File: config.mk
export PLATFORM = sky130hd
export DESIGN_NAME = serial_servo_command_parser_core_flat
export DESIGN_NICKNAME = d
export VERILOG_FILES = /design/src/hw/rtl/ssp_pkg.sv /design/src/hw/rtl/ssp_if.sv /design/src/hw/rtl/serial_servo_command_parser_core.sv /design/src/hw/rtl/ssp_cfg_regs.sv /design/src/hw/rtl/ssp_in_stage.sv /design/src/hw/rtl/ssp_parse.sv /design/src/flat_wrapper.sv
export SDC_FILE = /design/constraint.sdc
export NUM_CORES = 1
export LEC_CHECK = 0
export ABC_CLOCK_PERIOD_IN_PS = 15400
export BUFFER_PORTS_ARGS = -buffer_cell sky130_fd_sc_hd__buf_2
export CAP_MARGIN = 25
export CORE_MARGIN = 5
export CORE_UTILIZATION = 43
export CTS_BUF_LIST = sky130_fd_sc_hd__clkbuf_2 sky130_fd_sc_hd__clkbuf_4 sky130_fd_sc_hd__clkbuf_8
export CTS_CLUSTER_SIZE = 14
export DETAILED_ROUTE_END_ITERATION = 6
export PLACE_DENSITY_LB_ADDON = 0.05
export SYNTH_ARGS = -nofsm -noshare
export SYNTH_HDL_FRONTEND = slang
export SYNTH_HIERARCHICAL = 1
export SYNTH_SLANG_ARGS = --single-unit
File: constraint.sdc
create_clock -name clk -period 15.4 [get_ports clk]
set_input_delay 3.08 -clock clk [delete_from_list [all_inputs] [get_ports clk]]
set_output_delay 3.08 -clock clk [all_outputs]
set_load 0.02 [all_outputs]
File: src/hw/rtl/ssp_pkg.sv
// Types, constants and the angle conversion function of the servo command parser.
// Depends on nothing; every other file of the parser but the assertion macros header imports it.
package ssp_pkg;

  // Characters that steer the parser.
  localparam logic [7:0] CHAR_SEMI = 8'h3B;
  localparam logic [7:0] CHAR_NL   = 8'h0A;
  localparam logic [7:0] CHAR_ZERO = 8'h30;
  localparam logic [7:0] CHAR_NINE = 8'h39;

  // Request kinds and event kinds.
  localparam logic REQ_BYTE  = 1'b0;
  localparam logic REQ_TICK  = 1'b1;
  localparam logic EV_ANGLE  = 1'b0;
  localparam logic EV_STALE  = 1'b1;

  // Field widths and limits.
  localparam int ACCUM_W = 14;
  localparam int ANGLE_W = 8;
  localparam int TIMER_W = 16;
  localparam logic [ACCUM_W-1:0] ACCUM_MAX  = 14'd9999;
  localparam logic [ANGLE_W-1:0] ANGLE_MAX  = 8'd180;
  localparam logic [ANGLE_W-1:0] ANGLE_BASE = 8'd30;

  // Values from this one upward convert to an angle of at least the maximum.
  localparam logic [ACCUM_W-1:0] SAT_VALUE = 14'd1259;
  // Reciprocal of 25 scaled by 2^16; exact floor for dividends below 3775.
  localparam logic [11:0] RECIP_25    = 12'd2622;

  // Configuration register indexes and reset values.
  localparam int CFG_IDX_W  = 2;
  localparam int CFG_DATA_W = 16;
  localparam logic [CFG_IDX_W-1:0] CFG_STALE_LIMIT = 2'd0;
  localparam logic [CFG_IDX_W-1:0] CFG_CLAMP_LOW   = 2'd1;
  localparam logic [CFG_IDX_W-1:0] CFG_CLAMP_HIGH  = 2'd2;
  localparam logic [CFG_IDX_W-1:0] CFG_CLAMP_MASK  = 2'd3;
  localparam logic [TIMER_W-1:0] RST_STALE_LIMIT = 16'd100;
  localparam logic [ANGLE_W-1:0] RST_CLAMP_LOW   = 8'd40;
  localparam logic [ANGLE_W-1:0] RST_CLAMP_HIGH  = 8'd140;
  localparam logic [7:0]         RST_CLAMP_MASK  = 8'd12;

  // Current register settings.
  typedef struct packed {
    logic [TIMER_W-1:0] stale_limit_ms;
    logic [ANGLE_W-1:0] clamp_low;
    logic [ANGLE_W-1:0] clamp_high;
    logic [7:0]         clamp_mask;
  } cfg_t;

  // One registered input request on its way to the parser.
  typedef struct packed {
    logic       valid;
    logic       req_type;
    logic [7:0] data_byte;
  } stage_t;

  // Unclamped angle floor(3*value/25)+30, saturated to the maximum angle.
  function automatic logic [ANGLE_W-1:0] raw_angle(input logic [ACCUM_W-1:0] value);
    logic [11:0]        tripled;
    logic [23:0]        prod;
    logic [ANGLE_W-1:0] res;
    tripled = 12'(value[10:0]) * 12'd3;
    prod    = 24'(tripled) * 24'(RECIP_25);
    if (value >= SAT_VALUE) begin
      res = ANGLE_MAX;
    end else begin
      res = prod[23:16] + ANGLE_BASE;
    end
    return res;
  endfunction

endpackage

File: src/hw/rtl/ssp_if.sv
// Handshake interfaces of the servo command parser: input, result and register write.
// Depends on ssp_pkg for the register port widths.
interface ssp_in_if;
  logic       valid;
  logic       ready;
  logic       req_type;
  logic [7:0] data_byte;
  modport source (output valid, req_type, data_byte, input ready);
  modport sink (input valid, req_type, data_byte, output ready);
endinterface

interface ssp_out_if;
  logic       valid;
  logic       ready;
  logic       event_kind;
  logic [2:0] channel;
  logic [7:0] angle_deg;
  modport source (output valid, event_kind, channel, angle_deg, input ready);
  modport sink (input valid, event_kind, channel, angle_deg, output ready);
endinterface

interface ssp_cfg_if;
  import ssp_pkg::*;
  logic                  valid;
  logic                  ready;
  logic [CFG_IDX_W-1:0]  index;
  logic [CFG_DATA_W-1:0] data;
  modport source (output valid, index, data, input ready);
  modport sink (input valid, index, data, output ready);
endinterface

File: src/hw/rtl/serial_servo_command_parser_core.sv
// Top level of the serial servo command parser.
// Depends on ssp_pkg, the ssp interfaces, ssp_cfg_regs, ssp_in_stage and ssp_parse.

// The parser takes one request per clock: a received serial byte or a millisecond
// tick. Each request passes through two registers, the input register and the result
// register. A request is taken into the input register when it is accepted, and its
// result, if it has one, goes into the result register when the request moves on,
// which waits while an earlier result in the result register has not been taken.
// A new request can be accepted in every cycle while the result side keeps taking
// results; while a result waits, one more request can still be held in the input
// register before the input stalls.
// A semicolon sends the angle of the field it closes to the next servo channel, if one
// is left, and a tick that reaches the stale limit sends one stale event. The rate is
// set by the single parse step between those two registers, which holds one angle
// conversion multiply. Registers may be written only while no request is in flight.
module serial_servo_command_parser_core #(
  parameter int NUM_CHANNELS = 8
) (
  input  logic      clk,
  input  logic      rst_n,
  ssp_in_if.sink    in_ch,
  ssp_out_if.source out_ch,
  ssp_cfg_if.sink   cfg_ch
);
  import ssp_pkg::*;

  cfg_t   cfg;
  stage_t stage;
  logic   advance;

  // Register file.
  ssp_cfg_regs u_cfg_regs (
    .clk    (clk),
    .rst_n  (rst_n),
    .cfg_ch (cfg_ch),
    .cfg    (cfg)
  );

  // Input register.
  ssp_in_stage u_in_stage (
    .clk     (clk),
    .rst_n   (rst_n),
    .in_ch   (in_ch),
    .advance (advance),
    .stage   (stage)
  );

  // Parser and result register.
  ssp_parse #(
    .NUM_CHANNELS (NUM_CHANNELS)
  ) u_parse (
    .clk     (clk),
    .rst_n   (rst_n),
    .stage   (stage),
    .cfg     (cfg),
    .advance (advance),
    .out_ch  (out_ch)
  );

endmodule

File: src/hw/rtl/ssp_cfg_regs.sv
// Configuration registers of the servo command parser.
// Depends on ssp_pkg and the ssp_cfg_if interface.
module ssp_cfg_regs (
  input  logic          clk,
  input  logic          rst_n,
  ssp_cfg_if.sink       cfg_ch,
  output ssp_pkg::cfg_t cfg
);
  import ssp_pkg::*;

  cfg_t cfg_r;
  cfg_t cfg_nxt;

  // Writes are always taken.
  assign cfg_ch.ready = 1'b1;

  // Register select.
  always_comb begin
    cfg_nxt = cfg_r;
    if (cfg_ch.valid) begin
      unique case (cfg_ch.index)
        CFG_STALE_LIMIT: cfg_nxt.stale_limit_ms = cfg_ch.data;
        CFG_CLAMP_LOW:   cfg_nxt.clamp_low      = cfg_ch.data[ANGLE_W-1:0];
        CFG_CLAMP_HIGH:  cfg_nxt.clamp_high     = cfg_ch.data[ANGLE_W-1:0];
        CFG_CLAMP_MASK:  cfg_nxt.clamp_mask     = cfg_ch.data[7:0];
        default:         cfg_nxt = cfg_r;
      endcase
    end
  end

  always_ff @(posedge clk) begin
    if (!rst_n) begin
      cfg_r.stale_limit_ms <= RST_STALE_LIMIT;
      cfg_r.clamp_low      <= RST_CLAMP_LOW;
      cfg_r.clamp_high     <= RST_CLAMP_HIGH;
      cfg_r.clamp_mask     <= RST_CLAMP_MASK;
    end else begin
      cfg_r <= cfg_nxt;
    end
  end

  assign cfg = cfg_r;

endmodule

File: src/hw/rtl/ssp_in_stage.sv
// Input register of the servo command parser.
// Depends on ssp_pkg and the ssp_in_if interface.
module ssp_in_stage (
  input  logic            clk,
  input  logic            rst_n,
  ssp_in_if.sink          in_ch,
  input  logic            advance,
  output ssp_pkg::stage_t stage
);
  import ssp_pkg::*;

  logic       valid_r;
  logic       valid_nxt;
  logic       req_type_r;
  logic [7:0] data_byte_r;
  logic       accept;

  // The register takes a new request whenever it is empty or being drained.
  assign in_ch.ready = !valid_r || advance;
  assign accept      = in_ch.valid && in_ch.ready;

  always_comb begin
    valid_nxt = valid_r;
    if (accept) begin
      valid_nxt = 1'b1;
    end else if (advance) begin
      valid_nxt = 1'b0;
    end
  end

  always_ff @(posedge clk) begin
    if (!rst_n) begin
      valid_r <= 1'b0;
    end else begin
      valid_r <= valid_nxt;
    end
  end

  // Payload needs no reset.
  always_ff @(posedge clk) begin
    if (accept) begin
      req_type_r  <= in_ch.req_type;
      data_byte_r <= in_ch.data_byte;
    end
  end

  assign stage.valid     = valid_r;
  assign stage.req_type  = req_type_r;
  assign stage.data_byte = data_byte_r;

endmodule

File: src/hw/rtl/ssp_parse.sv
// Parser state, angle conversion and result register of the servo command parser.
// Depends on ssp_pkg and the ssp_out_if interface.
module ssp_parse #(
  parameter int NUM_CHANNELS = 8
) (
  input  logic            clk,
  input  logic            rst_n,
  input  ssp_pkg::stage_t stage,
  input  ssp_pkg::cfg_t   cfg,
  output logic            advance,
  ssp_out_if.source       out_ch
);
  import ssp_pkg::*;

  localparam int FIDX_W = $clog2(NUM_CHANNELS + 1);
  localparam logic [FIDX_W-1:0] FIDX_END = FIDX_W'(NUM_CHANNELS);

  // Parser state.
  logic [ACCUM_W-1:0] acc_r, acc_nxt;
  logic               done_r, done_nxt;
  logic [FIDX_W-1:0]  fidx_r, fidx_nxt;
  logic [TIMER_W-1:0] ms_r, ms_nxt;
  logic               stale_r, stale_nxt;

  // Result register.
  logic               out_valid_r, out_valid_nxt;
  logic               kind_r;
  logic [2:0]         chan_r;
  logic [ANGLE_W-1:0] angle_r;

  logic               go;
  logic               res_vld;
  logic               res_kind;
  logic [2:0]         res_chan;
  logic [ANGLE_W-1:0] res_angle;
  logic [TIMER_W-1:0] ms_inc;
  logic [16:0]        acc_mac;
  logic [ACCUM_W-1:0] acc_sat;
  logic [4:0]         fidx_ext;
  logic               clamp_en;
  logic [ANGLE_W-1:0] angle_raw;
  logic [ANGLE_W-1:0] angle_lo;
  logic [ANGLE_W-1:0] angle_fin;
  logic               is_digit;

  // A request moves on when the result register is free or being emptied.
  assign advance = !out_valid_r || out_ch.ready;
  assign go      = stage.valid && advance;

  // Saturating millisecond counter.
  assign ms_inc = (ms_r != '1) ? ms_r + 1'b1 : ms_r;

  // Decimal accumulate, saturating at the largest field value.
  assign is_digit = (stage.data_byte >= CHAR_ZERO) && (stage.data_byte <= CHAR_NINE);
  assign acc_mac  = 17'(acc_r) * 17'd10 + 17'(4'(stage.data_byte - CHAR_ZERO));
  assign acc_sat  = (acc_mac > 17'(ACCUM_MAX)) ? ACCUM_MAX : acc_mac[ACCUM_W-1:0];

  // Angle of the field now ending, with the clamp for masked channels.
  // Crossed limits apply the lower bound first, so the upper one wins.
  assign fidx_ext  = 5'(fidx_r);
  assign clamp_en  = (fidx_ext < 5'd8) && cfg.clamp_mask[fidx_ext[2:0]];
  assign angle_raw = raw_angle(acc_r);
  assign angle_lo  = (clamp_en && angle_raw < cfg.clamp_low) ? cfg.clamp_low : angle_raw;
  assign angle_fin = (clamp_en && angle_lo > cfg.clamp_high) ? cfg.clamp_high : angle_lo;

  // Next state and result for the request in the input register.
  always_comb begin
    acc_nxt   = acc_r;
    done_nxt  = done_r;
    fidx_nxt  = fidx_r;
    ms_nxt    = ms_r;
    stale_nxt = stale_r;
    res_vld   = 1'b0;
    res_kind  = EV_ANGLE;
    res_chan  = 3'd0;
    res_angle = '0;
    if (go) begin
      priority if (stage.req_type == REQ_TICK) begin
        ms_nxt = ms_inc;
        if (!stale_r && ms_inc >= cfg.stale_limit_ms) begin
          stale_nxt = 1'b1;
          res_vld   = 1'b1;
          res_kind  = EV_STALE;
        end
      end else if (stage.data_byte == CHAR_SEMI) begin
        acc_nxt  = '0;
        done_nxt = 1'b0;
        // Fields past the last channel are dropped.
        if (fidx_r < FIDX_END) begin
          fidx_nxt  = fidx_r + 1'b1;
          res_vld   = 1'b1;
          res_chan  = fidx_ext[2:0];
          res_angle = angle_fin;
        end
      end else if (stage.data_byte == CHAR_NL) begin
        acc_nxt   = '0;
        done_nxt  = 1'b0;
        fidx_nxt  = '0;
        ms_nxt    = '0;
        stale_nxt = 1'b0;
      end else if (!done_r && is_digit) begin
        acc_nxt = acc_sat;
      end else begin
        done_nxt = 1'b1;
      end
    end
  end

  // Result valid flag.
  always_comb begin
    out_valid_nxt = out_valid_r;
    if (advance) begin
      out_valid_nxt = res_vld;
    end
  end

  always_ff @(posedge clk) begin
    if (!rst_n) begin
      acc_r       <= '0;
      done_r      <= 1'b0;
      fidx_r      <= '0;
      ms_r        <= '0;
      stale_r     <= 1'b0;
      out_valid_r <= 1'b0;
    end else begin
      acc_r       <= acc_nxt;
      done_r      <= done_nxt;
      fidx_r      <= fidx_nxt;
      ms_r        <= ms_nxt;
      stale_r     <= stale_nxt;
      out_valid_r <= out_valid_nxt;
    end
  end

  // Result payload.
  always_ff @(posedge clk) begin
    if (res_vld) begin
      kind_r  <= res_kind;
      chan_r  <= res_chan;
      angle_r <= res_angle;
    end
  end

  assign out_ch.valid      = out_valid_r;
  assign out_ch.event_kind = kind_r;
  assign out_ch.channel    = chan_r;
  assign out_ch.angle_deg  = angle_r;

endmodule

File: src/flat_wrapper.sv
// flat-port wrapper written by rule: the top's interface ports become plain ports
module serial_servo_command_parser_core_flat import ssp_pkg::*;
#(
  parameter int NUM_CHANNELS = 8
)
  (clk, rst_n, in_ch_valid, in_ch_req_type, in_ch_data_byte, in_ch_ready, out_ch_valid, out_ch_event_kind, out_ch_channel, out_ch_angle_deg, out_ch_ready, cfg_ch_valid, cfg_ch_index, cfg_ch_data, cfg_ch_ready);
  ssp_in_if in_ch_i ();
  ssp_out_if out_ch_i ();
  ssp_cfg_if cfg_ch_i ();
  input  logic clk;
  input  logic rst_n;
  input wire logic [$bits(in_ch_i.valid)-1:0] in_ch_valid;
  input wire logic [$bits(in_ch_i.req_type)-1:0] in_ch_req_type;
  input wire logic [$bits(in_ch_i.data_byte)-1:0] in_ch_data_byte;
  output wire logic [$bits(in_ch_i.ready)-1:0] in_ch_ready;
  output wire logic [$bits(out_ch_i.valid)-1:0] out_ch_valid;
  output wire logic [$bits(out_ch_i.event_kind)-1:0] out_ch_event_kind;
  output wire logic [$bits(out_ch_i.channel)-1:0] out_ch_channel;
  output wire logic [$bits(out_ch_i.angle_deg)-1:0] out_ch_angle_deg;
  input wire logic [$bits(out_ch_i.ready)-1:0] out_ch_ready;
  input wire logic [$bits(cfg_ch_i.valid)-1:0] cfg_ch_valid;
  input wire logic [$bits(cfg_ch_i.index)-1:0] cfg_ch_index;
  input wire logic [$bits(cfg_ch_i.data)-1:0] cfg_ch_data;
  output wire logic [$bits(cfg_ch_i.ready)-1:0] cfg_ch_ready;
  assign in_ch_i.valid = in_ch_valid;
  assign in_ch_i.req_type = in_ch_req_type;
  assign in_ch_i.data_byte = in_ch_data_byte;
  assign in_ch_ready = in_ch_i.ready;
  assign out_ch_valid = out_ch_i.valid;
  assign out_ch_event_kind = out_ch_i.event_kind;
  assign out_ch_channel = out_ch_i.channel;
  assign out_ch_angle_deg = out_ch_i.angle_deg;
  assign out_ch_i.ready = out_ch_ready;
  assign cfg_ch_i.valid = cfg_ch_valid;
  assign cfg_ch_i.index = cfg_ch_index;
  assign cfg_ch_i.data = cfg_ch_data;
  assign cfg_ch_ready = cfg_ch_i.ready;
  serial_servo_command_parser_core #(.NUM_CHANNELS(NUM_CHANNELS)) u_core (.clk(clk), .rst_n(rst_n), .in_ch(in_ch_i), .out_ch(out_ch_i), .cfg_ch(cfg_ch_i));
endmodule
==> flow_metrics.env, run 1 <==
export IMPL_yosysTopAreaCell="ha_1"
export IMPL_rsz0062_at_grt="false"
export IMPL_fin_skew_ns=0.0213
export IMPL_critPathKind="register to register"
export IMPL_place_congestion=0.833
export IMPL_async_flop_share_pct=0
export IMPL_grt_use_total_pct=17.8
export IMPL_overflow=0
export IMPL_finalSetupTns_ns=0
export IMPL_postRouteAntennaNets=0
export IMPL_grt_pass1_vias=7490
export IMPL_p_per_area_mw_per_mm2=46.7
export IMPL_die_width_um=162
export IMPL_post_cts_buffers=0
export IMPL_post_cts_resized=0
export IMPL_slew_limit_headroom_pct=32.4
export IMPL_synth_edf_count=21
export IMPL_postCtsHoldBufs=0
export IMPL_antenna_found_initial=0
export IMPL_cp_buffers_inverters=6
export IMPL_drv_cap=0
export IMPL_drt_iter0_drc=311
export IMPL_row_count=55
export IMPL_synthCells=1116
export IMPL_drive_gt1_share_pct=8.72
export IMPL_vias_per_cell=5.37
export IMPL_ys_warn_count=6
export IMPL_firstDrtPassIters=4
export IMPL_clock_latency_ns=0.38
export IMPL_grt_max_degree=72
export IMPL_port_buffers=45
export IMPL_fmax_mhz=87.9
export IMPL_slew_violations=0
export IMPL_design_area_mm2=0.0106
export IMPL_cts_sinks=99
export IMPL_initial_core_util_pct=43.7
export IMPL_synth_distinct_cells=90
export IMPL_die_area_mm2=0.0261
export IMPL_ios=47
export IMPL_vias=7752
export IMPL_yosys_top_cells_area="ha_1, dfxtp_1, fa_1"
export IMPL_fin_crit_ns=11.38
export IMPL_final_util_pct=46.8
export IMPL_cp_arrival_ns=11.53
export IMPL_worst_setup_path_start_kind="register"
export IMPL_ys_seq_area_share_pct=22.2
export IMPL_pre_cts_slack_ns=4.05
export IMPL_irDropWorstVdd_uv=38.5
export IMPL_path_clk_slew_ns=0.12
export IMPL_numCtsBuffers=9
export IMPL_status="finished clean"
export IMPL_worst_slack_ns=4.02
export IMPL_n_antenna_cell=0
export IMPL_grt_pass1_wl_um=38000
export IMPL_clock_root_buffer="clkbuf_8"
export IMPL_syn2layout_area_growth_pct=7.17
export IMPL_nets=1382
export IMPL_drc=0
export IMPL_clk_path_buf_depth=2
export IMPL_syn_area_per_cell_um2=8.86
export IMPL_dp_hpwl_um=19000
export IMPL_synth_most_common_cell="ha_1"
export IMPL_critPathCaptureType="register"
export IMPL_cts_tree="done"
export IMPL_syn_nets=1345
export IMPL_setup_viol=0
export IMPL_cp_required_ns=15.55
export IMPL_min_period_over_period_pct=73.9
export IMPL_hold_viol=0
export IMPL_dieHeight_um=162
export IMPL_cp_common_cell="ha_1"
export IMPL_core_mm2=0.0226
export IMPL_slowest_delay_ns=0.66
export IMPL_num_fill_cells=2243
export IMPL_wl_um=23300
export IMPL_synthTopCellsByCount="ha_1, inv_1, nand2_1"
export IMPL_crit_family="compound AO/OA/AOI/OAI gates"
export IMPL_synth_area_mm2=0.00988
export IMPL_synthFlopType="dfxtp_1"
export IMPL_wl_per_cell_um=16.1
export IMPL_p_leak_uw=0.00551
export IMPL_cp_max_fo=15
export IMPL_place_area_mm2=0.0104
export IMPL_synth_top_area_share_pct=20.6
export IMPL_worst_pin_slew_ns=1.01
export IMPL_cts_max_level=3
export IMPL_synth_seq_cells=99
export IMPL_hold_path_class="register to register"
export IMPL_crit_slowest_cell="a211oi_1"
[where the power goes]
group / switching [uW] / internal [uW]
combinational: 23.6 / 17.0
sequential: 5.42 / 270
clock: 101 / 76.7
total: 130 / 364
[cell type report]
class	count	area [um2]	share of cell area [%]
flip-flops and latches	99	2190	20.7
multi-input cells	860	7060	66.7
clock buffers	9	124	1.17
clock inverters	7	76.3	0.721
repair buffers	54	297	2.80
well taps	285	357	3.37
inverters	129	484	4.57
[worst min-delay path, delay by kind of cell (launching register included)]
kind / cells / cell delay [ns]
flops: 1 / 0.32
simple gates: 1 / 0.05
mux: 1 / 0.05
[per-layer routing]
| metal | share of wire, % | GRT usage (%) | wire length (um) |
|---|---|---|---|
| met3 | 2.8 | 2.48 | 651 |
| met2 | 47 | 29.8 | 10900 |
| met4 | 1.7 | 4.23 | 387 |
| met1 | 49 | 24.5 | 11300 |
| met5 | 0 | 0 | 0 |
[cells in the final DEF (no fill, tap or decap), types with 11 or more instances in the layout]
master	instances
inv_1	129
edfxtp_1	21
dfxtp_1	78
nand2b_1	11
nor2_1	59
mux2i_1	41
xnor2_1	37
nand2_1	104
nor2b_1	21
buf_2	45
nor3_1	25
nand4_1	11
nand3_1	29
a211o_1	12
o21ai_0	28
ha_1	163
fa_1	34
a21oi_1	54
a21o_1	33
a211oi_1	11
xor2_1	23
[logic make-up after synthesis]
kind of cell | synth area share, %
other | 0.0379
XOR/XNOR | 5.77
AND/OR/NAND/NOR | 16.2
AO/OA/AOI/OAI | 16.5
flip-flops | 22.2
adder cells (fa/ha/maj) | 27.5
multiplexers | 5.41
buffers and inverters | 6.42
[sequential cells by signal, indices dropped and copies added, names as in the netlist]
| signal | cells |
|---|---|
| u_core/u_parse/stale_r | 1 |
| u_core/u_parse/ms_r | 16 |
| u_core/u_in_stage/data_byte_r | 8 |
| u_core/u_cfg_regs/cfg | 40 |
| u_core/u_in_stage/req_type_r | 1 |
| u_core/u_parse/out_ch.valid | 1 |
| u_core/u_parse/acc_r | 14 |
| u_core/u_parse/out_ch.event_kind | 1 |
| u_core/u_parse/fidx_r | 4 |
| u_core/u_parse/done_r | 1 |
| u_core/u_parse/out_ch.angle_deg | 8 |
| u_core/u_parse/out_ch.channel | 3 |
| u_core/u_in_stage/valid_r | 1 |
[stage by stage]
stage	cells	total power, uW	hold WS [ns]
after floorplan	1116	309	0.435
after global placement	1426	323	0.445
after detailed placement	1427	323	0.446
after CTS	1443	503	0.466
after global routing	1443	517	0.486
final	1443	495	0.462
[final timing paths]
path	startpoint	end	slack, ns	cells past startpoint
setup / recovery	u_core/u_parse/acc_r[0]	u_core/u_parse/out_ch.angle_deg[5]	4.02	44
hold / removal	u_core/u_cfg_regs/cfg[37]	u_core/u_cfg_regs/cfg[37]	0.46	2
setup reg to reg	u_core/u_parse/acc_r[0]	u_core/u_parse/out_ch.angle_deg[5]	4.02	44
hold reg to reg	u_core/u_cfg_regs/cfg[37]	u_core/u_cfg_regs/cfg[37]	0.46	2
(Power assumes the default switching activity.)
==> inputs of run 2 (changes only) <==
--- a/config.mk
+++ b/config.mk
@@ -5,7 +5,7 @@
 export SDC_FILE = /design/constraint.sdc
 export NUM_CORES = 1
 export LEC_CHECK = 0
-export ABC_CLOCK_PERIOD_IN_PS = 15400
+export ABC_CLOCK_PERIOD_IN_PS = 11200
 export BUFFER_PORTS_ARGS = -buffer_cell sky130_fd_sc_hd__buf_2
 export CAP_MARGIN = 25
 export CORE_MARGIN = 5
==> constraint.sdc (replaced) <==
create_clock -name clk -period 11.2 [get_ports clk]
set_input_delay 2.24 -clock clk [delete_from_list [all_inputs] [get_ports clk]]
set_output_delay 2.24 -clock clk [all_outputs]
set_load 0.02 [all_outputs]
==> run 2 against run 1 <==
Effect of this change:
- clock skew shrank 0.010 ns
- flip-flop and latch count unchanged
- via count up 0.98%
- power increased by 37%
- routed wire length rose by 0.22%
- global-route usage increased by 0.13 points
- utilization up 0.56 points
- sequential power rose by 37%
==> flow_metrics.env, run 2 (synthesized netlist as in run 1, its figures left out) <==
export IMPL_status="finished clean"
export IMPL_combPwrFrac_pct=8.3
export IMPL_die_area_mm2=0.0261
export IMPL_antenna_found_initial=0
export IMPL_finalSetupTns_ns=0
export IMPL_cts_max_level=3
export IMPL_critPathKind="register to register"
export IMPL_vias=7828
export IMPL_dp_hpwl_um=19000
export IMPL_hold_start="u_core/u_cfg_regs/cfg[20]"
export IMPL_hold_viol=0
export IMPL_grt_max_degree=72
export IMPL_irDropWorstVdd_uv=54.9
export IMPL_fin_crit_ns=10.42
export IMPL_grt_use_total_pct=18.0
export IMPL_setup_viol=0
export IMPL_r2r_slack_ns=0.78
export IMPL_cp_common_cell="ha_1"
export IMPL_r2r_start="u_core/u_parse/acc_r[1]"
export IMPL_power_frac_seq_pct=56.0
export IMPL_final_util_pct=47.3
export IMPL_postRouteAntennaNets=0
export IMPL_row_count=55
export IMPL_p_per_area_mw_per_mm2=63.0
export IMPL_overflow=0
export IMPL_cts_sinks=99
export IMPL_rsz0062_at_grt="false"
export IMPL_regArea_mm2=0.00219
export IMPL_post_cts_buffers=0
export IMPL_grt_pass1_vias=7624
export IMPL_power_uw=676
export IMPL_final_cell_mix="ha_1, inv_1, nand2_1, dfxtp_1, nor2_1"
export IMPL_clock_root_buffer="clkbuf_8"
export IMPL_min_period_over_period_pct=93.0
export IMPL_die_width_um=162
export IMPL_slew_violations=0
export IMPL_wl_per_cell_um=16.1
export IMPL_min_to="u_core/u_cfg_regs/cfg[20]"
export IMPL_worst_pin_slew_ns=0.955
export IMPL_port_buffers=45
export IMPL_swShare_pct=24.8
export IMPL_syn2layout_area_growth_pct=8.44
export IMPL_ff2ff_path_depth=49
export IMPL_multi_input_area_mm2=0.00712
export IMPL_core_mm2=0.0226
export IMPL_p_leak_uw=0.00557
export IMPL_numCtsBuffers=9
export IMPL_hold_path_class="register to register"
export IMPL_drive_gt1_share_pct=10.1
export IMPL_drc=0
export IMPL_vias_per_cell=5.39
export IMPL_p_int_uw=508
export IMPL_fin_skew_ns=0.0111
export IMPL_crit_slowest_cell="fa_1"
export IMPL_stdcell_count=1452
export IMPL_num_fill_cells=2263
export IMPL_initial_core_util_pct=43.7
export IMPL_drv_cap=0
export IMPL_clockPowerShare_pct=35.7
export IMPL_path_clk_slew_ns=0.10
export IMPL_postCtsHoldBufs=0
export IMPL_nets=1391
export IMPL_dieHeight_um=162
export IMPL_cts_tree="done"
export IMPL_p_sw_uw=167
export IMPL_n_antenna_cell=0
export IMPL_r2r_end="u_core/u_parse/out_ch.angle_deg[7]"
export IMPL_clock_latency_ns=0.37
export IMPL_min_path_cells=2
export IMPL_cp_required_ns=11.41
export IMPL_mostFrequentLayoutCell="ha_1"
export IMPL_post_cts_resized=0
export IMPL_critPathCaptureType="register"
export IMPL_firstDrtPassIters=4
export IMPL_fmax_mhz=96.0
export IMPL_slew_limit_headroom_pct=35.9
export IMPL_place_congestion=0.879
export IMPL_slowest_delay_ns=0.52
export IMPL_clk_path_buf_depth=2
export IMPL_worst_setup_path_start_kind="register"
export IMPL_drt_iter0_drc=383
export IMPL_wl_um=23300
export IMPL_largest_register_ff_count=40
export IMPL_grt_pass1_wl_um=38500
export IMPL_cp_arrival_ns=10.63
export IMPL_numPlacedInstances=1436
export IMPL_ios=47
export IMPL_cp_max_fo=11
[run 2: cell types whose count changed in the layout (fill, tap and decap cells not counted), sizes merged]
cell / change
clkbuf: +2
buf: +9
clkinvlp: -1
clkinv: -1
[run 2: through the flow]
stage / area (um2) / hold slack [ns] / setup slack [ns]
after global placement: 10400 / 0.443 / 0.654
after global routing: 10700 / 0.480 / 0.0255
final: 10700 / 0.460 / 0.785
after floorplan: 9880 / 0.435 / 0.553
after CTS: 10700 / 0.464 / 0.417
after detailed placement: 10500 / 0.449 / 0.482
[run 2: worst max-delay path, delay by kind of cell, from the launching register on]
kind | cells | cell delay [ns]
DFF | 1 | 0.38
xor gates and xnor gates | 1 | 0.14
muxes | 1 | 0.38
adders and majority gates | 10 | 3.50
AOI/OAI and AO/OA | 20 | 3.31
and+or+nand+nor | 11 | 1.93
buffers and inverters | 6 | 0.58
[run 2: layout make-up]
class	count	area share, %
multi-input cells	860	66.4
clock buffers	11	1.35
inverters	129	4.52
clock inverters	5	0.549
flip-flops and latches	99	20.5
repair buffers	63	3.40
well taps	285	3.33
[run 2: layer usage]
metal,track usage (%),part of all wire (%)
met5,0,0
met4,3.57,0.86
met3,1.66,1.9
met2,30.6,48
met1,25.0,49
[run 2: worst max-delay path by stage]
stage / startpoint / end / slack (ns) / depth (start not counted)
after detailed placement: u_core/u_parse/acc_r[1] / u_core/u_parse/out_ch.angle_deg[5] / 0.48 / 44
after CTS: u_core/u_parse/acc_r[1] / u_core/u_parse/out_ch.angle_deg[7] / 0.42 / 46
after floorplan: u_core/u_parse/acc_r[0] / u_core/u_parse/out_ch.angle_deg[7] / 0.55 / 45
final: u_core/u_parse/acc_r[1] / u_core/u_parse/out_ch.angle_deg[7] / 0.78 / 49
after global placement: u_core/u_parse/acc_r[1] / u_core/u_parse/out_ch.angle_deg[5] / 0.65 / 48
after global routing: u_core/u_parse/acc_r[1] / u_core/u_parse/out_ch.angle_deg[7] / 0.03 / 49
[run 2: power groups by stage]
stage	Combinational [uW]	Sequential, uW	Clock (uW)
final	56.2	378	241
after global routing	64.2	380	264
after floorplan	41.3	384	0
after CTS	56.6	379	252
after global placement	56.0	387	0
after detailed placement	56.3	387	0
==> inputs of run 3 (changes only) <==
--- a/config.mk
+++ b/config.mk
@@ -8,7 +8,7 @@
 export ABC_CLOCK_PERIOD_IN_PS = 11200
 export BUFFER_PORTS_ARGS = -buffer_cell sky130_fd_sc_hd__buf_2
 export CAP_MARGIN = 25
-export CORE_MARGIN = 5
+export CORE_MARGIN = 1
 export CORE_UTILIZATION = 43
 export CTS_BUF_LIST = sky130_fd_sc_hd__clkbuf_2 sky130_fd_sc_hd__clkbuf_4 sky130_fd_sc_hd__clkbuf_8
 export CTS_CLUSTER_SIZE = 14
==> run 3 against run 2 <==
Effect of this change:
- utilization increased by 0.22 points
- first-iteration DRC count fell by 25%
- routed wire length down 1.9%
- sequential share of layout area hardly changed
- largest power group unchanged
==> flow_metrics.env, run 3 (synthesized netlist as in run 1, its figures left out) <==
export IMPL_hold_viol=0
export IMPL_combPwrFrac_pct=8.2
export IMPL_dp_hpwl_um=18600
export IMPL_status="finished clean"
export IMPL_num_fill_cells=2241
export IMPL_slowest_delay_ns=0.52
export IMPL_clock_root_buffer="clkbuf_8"
export IMPL_drc=0
export IMPL_antenna_found_initial=0
export IMPL_cts_max_level=3
export IMPL_irDropWorstVdd_uv=49.6
export IMPL_path_clk_slew_ns=0.10
export IMPL_worst_setup_path_start_kind="register"
export IMPL_cts_tree="done"
export IMPL_slew_limit_headroom_pct=48.7
export IMPL_vias_per_cell=5.37
export IMPL_firstDrtPassIters=5
export IMPL_hold_path_class="register to register"
export IMPL_wl_um=22900
export IMPL_hold_start="u_core/u_cfg_regs/cfg[4]"
export IMPL_mostFrequentLayoutCell="ha_1"
export IMPL_worst_pin_slew_ns=0.769
export IMPL_multi_input_area_mm2=0.00712
export IMPL_overflow=0
export IMPL_final_cell_mix="ha_1, inv_1, nand2_1, dfxtp_1, nor2_1"
export IMPL_drive_gt1_share_pct=10.1
export IMPL_grt_pass1_wl_um=37300
export IMPL_numCtsBuffers=9
export IMPL_min_path_cells=2
export IMPL_r2r_end="u_core/u_parse/out_ch.angle_deg[5]"
export IMPL_row_count=55
export IMPL_cp_max_fo=11
export IMPL_slew_violations=0
export IMPL_nets=1392
export IMPL_clk_path_buf_depth=2
export IMPL_ff2ff_path_depth=45
export IMPL_core_mm2=0.0226
export IMPL_regArea_mm2=0.00219
export IMPL_crit_slowest_cell="fa_1"
export IMPL_setup_viol=0
export IMPL_clock_latency_ns=0.38
export IMPL_port_buffers=45
export IMPL_fmax_mhz=96.0
export IMPL_p_per_area_mw_per_mm2=63.5
export IMPL_grt_pass1_vias=7348
export IMPL_fin_crit_ns=10.42
export IMPL_wl_met3_um=536
export IMPL_drt_iter0_drc=286
export IMPL_r2r_slack_ns=0.78
export IMPL_ios=47
export IMPL_stdcell_count=1453
export IMPL_die_area_mm2=0.0236
export IMPL_clockPowerShare_pct=36.3
export IMPL_postRouteAntennaNets=0
export IMPL_grt_use_total_pct=19.7
export IMPL_n_antenna_cell=0
export IMPL_r2r_start="u_core/u_parse/acc_r[2]"
export IMPL_dieHeight_um=154
export IMPL_syn2layout_area_growth_pct=8.62
export IMPL_min_period_over_period_pct=93.0
export IMPL_p_sw_uw=170
export IMPL_met2_length_um=10800
export IMPL_drv_cap=0
export IMPL_wl_per_cell_um=15.7
export IMPL_largest_register_ff_count=40
export IMPL_min_to="u_core/u_cfg_regs/cfg[4]"
export IMPL_place_congestion=0.832
export IMPL_vias=7802
export IMPL_fin_skew_ns=0.0108
export IMPL_p_leak_uw=0.00557
export IMPL_critPathCaptureType="register"
export IMPL_power_frac_seq_pct=55.5
export IMPL_wl_met1_um=11200
export IMPL_die_width_um=154
export IMPL_cp_required_ns=11.34
export IMPL_p_int_uw=512
export IMPL_numPlacedInstances=1436
export IMPL_grt_max_degree=72
export IMPL_cts_sinks=99
export IMPL_initial_core_util_pct=43.8
export IMPL_routed_top_layer="met4"
export IMPL_critPathKind="register to register"
export IMPL_cp_arrival_ns=10.55
export IMPL_power_uw=681
export IMPL_swShare_pct=24.9
## run 3: timing repair
action | CTS | global route
hold buffers | 0 | 0
setup endpoints to repair | 0 | 8
setup buffers | 0 | 0
resized for setup | 0 | 12
endpoints found under the hold margin | 0 | 0
## run 3: how the worst max path moves through the flow
stage	from	end	slack [ns]	depth (start not counted)
after floorplan	u_core/u_parse/acc_r[0]	u_core/u_parse/out_ch.angle_deg[7]	0.55	45
after global placement	u_core/u_parse/acc_r[0]	u_core/u_parse/out_ch.angle_deg[7]	0.72	49
after detailed placement	u_core/u_parse/acc_r[0]	u_core/u_parse/out_ch.angle_deg[5]	0.50	48
after CTS	u_core/u_parse/acc_r[0]	u_core/u_parse/out_ch.angle_deg[5]	0.42	48
after global routing	u_core/u_parse/acc_r[0]	u_core/u_parse/out_ch.angle_deg[7]	-0.01	49
final	u_core/u_parse/acc_r[2]	u_core/u_parse/out_ch.angle_deg[5]	0.78	45
## run 3: stage by stage
| step | hold slack (ns) | setup slack, ns | utilization (%) | area [um2] | setup TNS (ns) |
|---|---|---|---|---|---|
| finish | 0.463 | 0.784 | 47.6 | 10700 | 0 |
| global route | 0.474 | -0.0103 | 47.6 | 10700 | -0.0103 |
| CTS | 0.464 | 0.417 | 47.3 | 10700 | 0 |
| detailed placement | 0.451 | 0.502 | 46.3 | 10500 | 0 |
| global placement | 0.444 | 0.722 | 46.3 | 10400 | 0 |
| floorplan | 0.435 | 0.553 | - | 9880 | 0 |
## run 3: power groups by stage
| stage | Sequential [uW] | Clock, uW | Combinational [uW] |
|---|---|---|---|
| final | 378 | 248 | 55.7 |
| after global routing | 380 | 270 | 63.6 |
| after CTS | 378 | 256 | 56.4 |
| after detailed placement | 387 | 0 | 56.0 |
| after global placement | 387 | 0 | 55.8 |
| after floorplan | 384 | 0 | 41.3 |
## run 3: cell type report
type	count	share of cell area [%]
clock inverters	5	0.571
clock buffers	11	1.41
repair buffers	64	3.46
well taps	285	3.32
inverters	129	4.51
flip-flops and latches	99	20.4
multi-input cells	860	66.3
## run 3: worst max-delay path: cells and delay by family, from the launching register on
kind	cells	cell delay, ns
adder cells (fa/ha/maj)	10	3.65
buffers and inverters	8	0.75
flip-flops	1	0.49
XOR/XNOR	1	0.20
multiplexers	1	0.39
AO/OA/AOI/OAI	19	3.96
AND/OR/NAND/NOR	6	0.71
## run 3: metal layers
metal,global-route usage [%],up-vias
met3,1.92,18
met4,4.95,0
met2,33.2,90
met5,0,-
met1,27.1,3644
li1,-,4050
